**config.mk**
```make
export PLATFORM = sky130hd
export DESIGN_NAME = hex_coordinate_frame_parser
export DESIGN_NICKNAME = d
export VERILOG_FILES = /design/src/hcfp_pkg.sv /design/src/hex_coordinate_frame_parser.sv
export SDC_FILE = /design/constraint.sdc
export NUM_CORES = 1
export LEC_CHECK = 0
export ABC_CLOCK_PERIOD_IN_PS = 4800
export CAP_MARGIN = 20
export CORE_UTILIZATION = 55
export DETAILED_ROUTE_END_ITERATION = 8
export DONT_BUFFER_PORTS = 1
export PLACE_DENSITY = 0.7
export RECOVER_POWER = 25
export SKIP_CTS_REPAIR_TIMING = 1
export SLEW_MARGIN = 20
export SYNTH_ARGS = -nofsm -noshare
export SYNTH_HDL_FRONTEND = slang
export SYNTH_SLANG_ARGS = --single-unit
```
**constraint.sdc**
```tcl
create_clock -name clk -period 4.8 [get_ports clk]
set_clock_uncertainty 0.2 [all_clocks]
set_input_delay 0.24 -clock clk [delete_from_list [all_inputs] [get_ports clk]]
set_output_delay 0.24 -clock clk [all_outputs]
set_load 0.05 [all_outputs]
```
**src/hcfp_pkg.sv**
```systemverilog
// Shared types, character codes and the hex digit decoder of the
// hex coordinate frame parser. No dependencies.
package hcfp_pkg;

  localparam int unsigned FRAME_DIGITS = 8;
  localparam int unsigned COUNT_W      = $clog2(FRAME_DIGITS);
  localparam int unsigned LIMIT_W      = 15;

  localparam logic [7:0]         CHAR_STOP    = 8'h6E;
  localparam logic [7:0]         CHAR_NEWLINE = 8'h0A;
  localparam logic [LIMIT_W-1:0] LIMIT_RESET  = 15'd255;

  // Result kind codes
  typedef enum logic [1:0] {
    KIND_ACCEPTED     = 2'd0,
    KIND_OUT_OF_RANGE = 2'd1,
    KIND_STOP         = 2'd2
  } frame_kind_t;

  typedef struct packed {
    logic       ok;
    logic [3:0] value;
  } hex_digit_t;

  // Decode an upper-case hex character; ok is low for any other byte
  function automatic hex_digit_t hex_decode(input logic [7:0] c);
    hex_digit_t d;
    d.ok    = 1'b0;
    d.value = 4'd0;
    if (c >= 8'h30 && c <= 8'h39) begin
      d.ok    = 1'b1;
      d.value = c[3:0];
    end else if (c >= 8'h41 && c <= 8'h46) begin
      d.ok    = 1'b1;
      d.value = 4'(c[3:0] + 4'd9);
    end
    return d;
  endfunction

endpackage

```
**src/hex_coordinate_frame_parser.sv**
```systemverilog
// Top level of the hex coordinate frame parser: input byte register,
// frame decode and range check, result register. Depends on hcfp_pkg.
//
//  channel   dir  handshake             payload
//  in        in   in_valid / in_ready   rx_byte[7:0]
//  out       out  out_valid / out_ready pos_x[15:0], pos_y[15:0], frame_kind[1:0]
//  cfg       in   cfg_valid / cfg_ready position_limit[14:0]
//
// One byte per cycle while the result register can move: an accepted byte sits
// in the input register, is decoded against the digit store and counter, and
// moves into the result register once that register can move, so a frame's
// closing byte passes through the input register and then the result register.
// Synchronous active-high reset clears the counter, the limit (to 255) and
// both valid flags. A stalled result holds the result register; the input
// register takes a byte while it is empty or while the result register can move.
module hex_coordinate_frame_parser (
  input  logic        clk,
  input  logic        rst,
  input  logic        in_valid,
  output logic        in_ready,
  input  logic [7:0]  rx_byte,
  output logic        out_valid,
  input  logic        out_ready,
  output logic [15:0] pos_x,
  output logic [15:0] pos_y,
  output logic [1:0]  frame_kind,
  input  logic        cfg_valid,
  output logic        cfg_ready,
  input  logic [14:0] position_limit
);

  logic [hcfp_pkg::LIMIT_W-1:0] limit;

  logic       s1_valid;
  logic [7:0] s1_byte;
  logic       out_free;
  logic       s1_advance;

  logic [hcfp_pkg::COUNT_W-1:0] digit_count;
  logic [hcfp_pkg::COUNT_W-1:0] digit_count_next;
  logic [3:0]                   digit_store [hcfp_pkg::FRAME_DIGITS-1];
  logic                         store_we;

  hcfp_pkg::hex_digit_t  hv;
  logic                  emit;
  hcfp_pkg::frame_kind_t kind_next;
  logic [15:0]           pos_x_next;
  logic [15:0]           pos_y_next;
  logic [15:0]           wx;
  logic [15:0]           wy;
  logic signed [16:0]    lim_pos;
  logic signed [16:0]    lim_neg;
  logic                  x_in;
  logic                  y_in;

  hcfp_pkg::frame_kind_t kind;

  // Configuration register
  assign cfg_ready = 1'b1;

  always_ff @(posedge clk) begin
    if (rst) begin
      limit <= hcfp_pkg::LIMIT_RESET;
    end else if (cfg_valid && cfg_ready) begin
      limit <= position_limit;
    end
  end

  // Input byte register
  assign out_free   = !out_valid || out_ready;
  assign s1_advance = s1_valid && out_free;
  assign in_ready   = !s1_valid || out_free;

  always_ff @(posedge clk) begin
    if (rst) begin
      s1_valid <= 1'b0;
    end else if (in_valid && in_ready) begin
      s1_valid <= 1'b1;
    end else if (s1_advance) begin
      s1_valid <= 1'b0;
    end
  end

  always_ff @(posedge clk) begin
    if (in_valid && in_ready) begin
      s1_byte <= rx_byte;
    end
  end

  // Assemble both words; the eighth digit comes straight from the byte
  assign hv = hcfp_pkg::hex_decode(s1_byte);
  assign wx = {digit_store[0], digit_store[1], digit_store[2], digit_store[3]};
  assign wy = {digit_store[4], digit_store[5], digit_store[6], hv.value};

  // Range check against plus or minus the limit
  assign lim_pos = signed'({2'b00, limit});
  assign lim_neg = -lim_pos;
  assign x_in = (signed'({wx[15], wx}) >= lim_neg) && (signed'({wx[15], wx}) <= lim_pos);
  assign y_in = (signed'({wy[15], wy}) >= lim_neg) && (signed'({wy[15], wy}) <= lim_pos);

  // Per-byte decision
  always_comb begin
    emit             = 1'b0;
    store_we         = 1'b0;
    kind_next        = hcfp_pkg::KIND_STOP;
    pos_x_next       = '0;
    pos_y_next       = '0;
    digit_count_next = digit_count;
    if (digit_count == '0 && s1_byte == hcfp_pkg::CHAR_STOP) begin
      emit = 1'b1;
    end else if (s1_byte == hcfp_pkg::CHAR_NEWLINE) begin
      digit_count_next = '0;
    end else if (hv.ok) begin
      if (digit_count == hcfp_pkg::COUNT_W'(hcfp_pkg::FRAME_DIGITS - 1)) begin
        digit_count_next = '0;
        emit             = 1'b1;
        if (x_in && y_in) begin
          kind_next  = hcfp_pkg::KIND_ACCEPTED;
          pos_x_next = wx;
          pos_y_next = wy;
        end else begin
          kind_next = hcfp_pkg::KIND_OUT_OF_RANGE;
        end
      end else begin
        store_we         = 1'b1;
        digit_count_next = digit_count + 1'b1;
      end
    end
  end

  // Digit counter
  always_ff @(posedge clk) begin
    if (rst) begin
      digit_count <= '0;
    end else if (s1_advance) begin
      digit_count <= digit_count_next;
    end
  end

  // Digit store, first seven digits of a frame
  always_ff @(posedge clk) begin
    if (s1_advance && store_we) begin
      digit_store[digit_count] <= hv.value;
    end
  end

  // Result register
  always_ff @(posedge clk) begin
    if (rst) begin
      out_valid <= 1'b0;
    end else if (s1_advance) begin
      out_valid <= emit;
    end else if (out_ready) begin
      out_valid <= 1'b0;
    end
  end

  always_ff @(posedge clk) begin
    if (s1_advance && emit) begin
      pos_x <= pos_x_next;
      pos_y <= pos_y_next;
      kind  <= kind_next;
    end
  end

  assign frame_kind = kind;

  // Zeroed kinds carry a zero position
  a_zeroed_pos: assert property (@(posedge clk) disable iff (rst)
    out_valid && kind != hcfp_pkg::KIND_ACCEPTED |-> pos_x == '0 && pos_y == '0)
    else $error("zeroed result with nonzero position");

  // Accepted positions respect the limit
  a_accept_in_range: assert property (@(posedge clk) disable iff (rst)
    out_valid && kind == hcfp_pkg::KIND_ACCEPTED |->
      signed'({pos_x[15], pos_x}) >= lim_neg && signed'({pos_x[15], pos_x}) <= lim_pos &&
      signed'({pos_y[15], pos_y}) >= lim_neg && signed'({pos_y[15], pos_y}) <= lim_pos)
    else $error("accepted position outside limit");

  // A stalled input register keeps its byte
  a_s1_hold: assert property (@(posedge clk) disable iff (rst)
    s1_valid && !s1_advance |=> s1_valid && $stable(s1_byte))
    else $error("input register lost a stalled byte");

  // A stop result only leaves an empty frame
  a_stop_empty: assert property (@(posedge clk) disable iff (rst)
    s1_advance && emit && kind_next == hcfp_pkg::KIND_STOP |-> digit_count == '0)
    else $error("stop result with digits collected");

endmodule

```
==> results.sh <==
export IMPL_place_area_sq_um=5559
export IMPL_synth_top_family_by_area="simple AND/OR/NAND/NOR gates"
export IMPL_grt_overflow_total=0
export IMPL_combPwrFrac_pct=10.6
export IMPL_core_sq_um=9371
export IMPL_end_kind="register"
export IMPL_max_cap_violations=0
export IMPL_reg2reg_depth=16
export IMPL_diodes=0
export IMPL_yosys_warnings=0
export IMPL_slew_violations=0
export IMPL_synthCells=490
export IMPL_synthTopCellsByArea="edfxtp_1 39%, ha_1 16%, dfxtp_1 7.4%"
export IMPL_synth_mux_area_share_pct=1.687
export IMPL_max_stage_delay_ns=0.40
export IMPL_startpoint="limit[1]$_SDFFE_PP1P_"
export IMPL_drtAntennaViolNets=0
export IMPL_p_switching_mw=0.3906
export IMPL_hold_viol=0
export IMPL_wl_per_cell_um=19.43
export IMPL_clk_latency_ns=0.36
export IMPL_synth_edff_count=70
export IMPL_place_inst=613
export IMPL_p_total_mw=1.660
export IMPL_cts_max_level=3
export IMPL_synth_common_cells="70 x edfxtp_1, 70 x ha_1, 63 x nand2_1"
export IMPL_rsz0062_at_grt="false"
export IMPL_first_pass_iters=5
export IMPL_synthToLayoutAreaGrowth_pct=13.54
export IMPL_grt_max_degree=35
export IMPL_whs_ns=0.1295
export IMPL_pwr_share_clk_pct=37.6
export IMPL_synth_top_area_cell="edfxtp_1"
export IMPL_cp_max_fo=10
export IMPL_cts_tree="done"
export IMPL_final_setup_tns_ns=0
export IMPL_die_x_um=101.2
export IMPL_fp_row_count=35
export IMPL_synth_flop_cell="edfxtp_1"
export IMPL_drt_initial_drc_count=276
export IMPL_yosysSeqAreaShare_pct=46.22
export IMPL_setup_viol=0
export IMPL_yosys_register_bits=90
export IMPL_design_area_sq_um=6147
export IMPL_regToRegSetupSlack_ns=0.51
export IMPL_worst_setup_path_type="register to register"
export IMPL_grt_pass1_vias=3570
export IMPL_slowest_stage="a2111o_1"
export IMPL_dpl_worst_slack_ns=0.5680
export IMPL_worstMarginPinSlew_ns=0.9053
export IMPL_drt_total_wl_um=12880
export IMPL_drc=0
export IMPL_synth_fa_ha_area_share_pct=16.18
export IMPL_clockBufferDepth=2
export IMPL_power_leakage_nw=2.230
export IMPL_die_y_um=101.2
export IMPL_syn_area_sq_um=5414
export IMPL_grt_antenna_before_repair=0
export IMPL_synth_nets=588
export IMPL_async_flop_share_pct=0
export IMPL_path_cells="inv_1, ha_1, nor3b_1, nand3_1, nor2_1, nand2_1, nor4_1, xnor2_1, ha_1, a21o_1, a2111o_1, a221oi_1, o21ai_1, nand2_1, buf_12, nor3_1"
export IMPL_initial_utilization_pct=57.77
export IMPL_powerDensity_nw_per_um2=270.0
export IMPL_synth_xor_area_share_pct=1.941
export IMPL_yosysTopAreaCellShare_pct=38.83
export IMPL_slew_headroom_pct=39.18
export IMPL_hp_start="in_valid"
export IMPL_ys_types=59
export IMPL_peakVddDrop_uv=163.7
export IMPL_final_nets=627
export IMPL_final_util_pct=65.59
export IMPL_ios=65
export IMPL_root_buffer="clkbuf_8"
export IMPL_pwr_share_seq_pct=51.8
export IMPL_finalWorstSetupSlack_ns=0.5057
export IMPL_synth_area_per_cell_sq_um=11.05
export IMPL_reg2reg_to="pos_y[4]$_SDFFCE_PP0P_"
export IMPL_outcome="complete, no violations"
export IMPL_critical_path_required_ns=4.70
export IMPL_p_int_mw=1.269
export IMPL_instances_no_fill=663
export IMPL_vias=3895
export IMPL_grt_pass1_wl_um=19460
export IMPL_min_period_over_period_pct=89.47
export IMPL_numCtsBuffers=9
export IMPL_place_gp_congestion=0.9464
export IMPL_crit_arrival_ns=4.19
export IMPL_grt_util_all_layers_pct=26.08
export IMPL_synth_simple_gate_area_share_pct=20.24
export IMPL_dieArea_sq_um=10240
export IMPL_fmax_mhz=232.9
export IMPL_clk_pin_slew_ns=0.09
export IMPL_cts_sinks=90
export IMPL_drive_above_1_share_pct=12.55
export IMPL_vias_per_cell=5.875
export IMPL_startpoint_type="register"
export IMPL_hold_path_class="input pin to register"
export IMPL_port_buffers=0
export IMPL_post_dp_hpwl_um=9830
export IMPL_period_minus_slack_ns=4.294
export IMPL_p_sw_share_pct=23.54
export IMPL_reg2reg_from="limit[1]$_SDFFE_PP1P_"
export IMPL_hold_depth=1
export IMPL_synth_compound_area_share_pct=9.822
export IMPL_whs_endpoint="s1_byte[3]$_DFFE_PP_"
==> cells by family (layout without fill, tap and decap cells) <==
kind of cell / count (synthesis) / in the layout
AO/OA/AOI/OAI: 76 / 76
AND/OR/NAND/NOR: 186 / 186
multiplexers: 9 / 9
flip-flops: 90 / 90
other: 1 / 1
buffers and inverters: 46 / 90
XOR/XNOR: 12 / 12
adder cells (fa/ha/maj): 70 / 70
==> layer usage <==
layer	GRT usage (%)	up-vias	routed length, um
li1	-	1882	-
met1	37.53	1843	6018
met2	40.40	147	5860
met3	3.175	23	707
met4	9.810	0	293
met5	0	-	0
==> placed cells by master, fill, tap and decap left out, types with 11 or more instances in the layout <==
| cell | synthesis | layout |
|---|---|---|
| a21oi_1 | 26 | 26 |
| dfxtp_1 | 20 | 20 |
| dlygate4sd3_1 | 0 | 34 |
| edfxtp_1 | 70 | 70 |
| ha_1 | 70 | 70 |
| inv_1 | 32 | 32 |
| nand2_1 | 63 | 63 |
| nand4_1 | 11 | 11 |
| nor2_1 | 30 | 29 |
| nor3_2 | 29 | 29 |
| o211ai_1 | 11 | 11 |
| xnor2_1 | 11 | 11 |
==> layout make-up <==
type | instances | area (sq um)
fillers | 743 | 3224
multi-input cells | 354 | 2706
flip-flops and latches | 90 | 2502
repair buffers | 41 | 405.4
well taps | 129 | 161.4
clock buffers | 9 | 123.9
clock inverters | 7 | 123.9
inverters | 33 | 123.9
==> flip-flops by register name, summed over array words and instances, names as in the netlist <==
register	cells
s1_byte	8
pos_x	16
digit_store	28
out_valid	1
s1_valid	1
pos_y	16
digit_count	3
frame_kind	2
limit	15
==> how the worst max path moves through the flow <==
stage                                  endpoint  slack, ns  depth (start not counted)
finish                   pos_y[4]$_SDFFCE_PP0P_       0.51                         16
CTS                      pos_y[4]$_SDFFCE_PP0P_       0.54                         16
detailed placement       pos_y[4]$_SDFFCE_PP0P_       0.57                         16
global route             pos_y[8]$_SDFFCE_PP0P_       0.14                         16
global placement         pos_y[4]$_SDFFCE_PP0P_       0.54                         16
floorplan           frame_kind[0]$_SDFFCE_PP0P_       0.85                         10
==> critical path: cells and delay by family, from the launching register on <==
family	cells	cell delay, ns
AOI/OAI and AO/OA	4	0.96
adders and majority gates	2	0.51
DFF	1	0.33
and+or+nand+nor	7	1.46
buffers and inverters	2	0.37
xor gates and xnor gates	1	0.22
==> power groups by stage <==
stage	logic [mW]	registers, mW	clock network (mW)
global placement	0.142	0.877	0
floorplan	0.114	0.873	0
global route	0.196	0.862	0.657
CTS	0.146	0.860	0.633
detailed placement	0.145	0.878	0
finish	0.176	0.860	0.623
(Power assumes the default switching activity.)
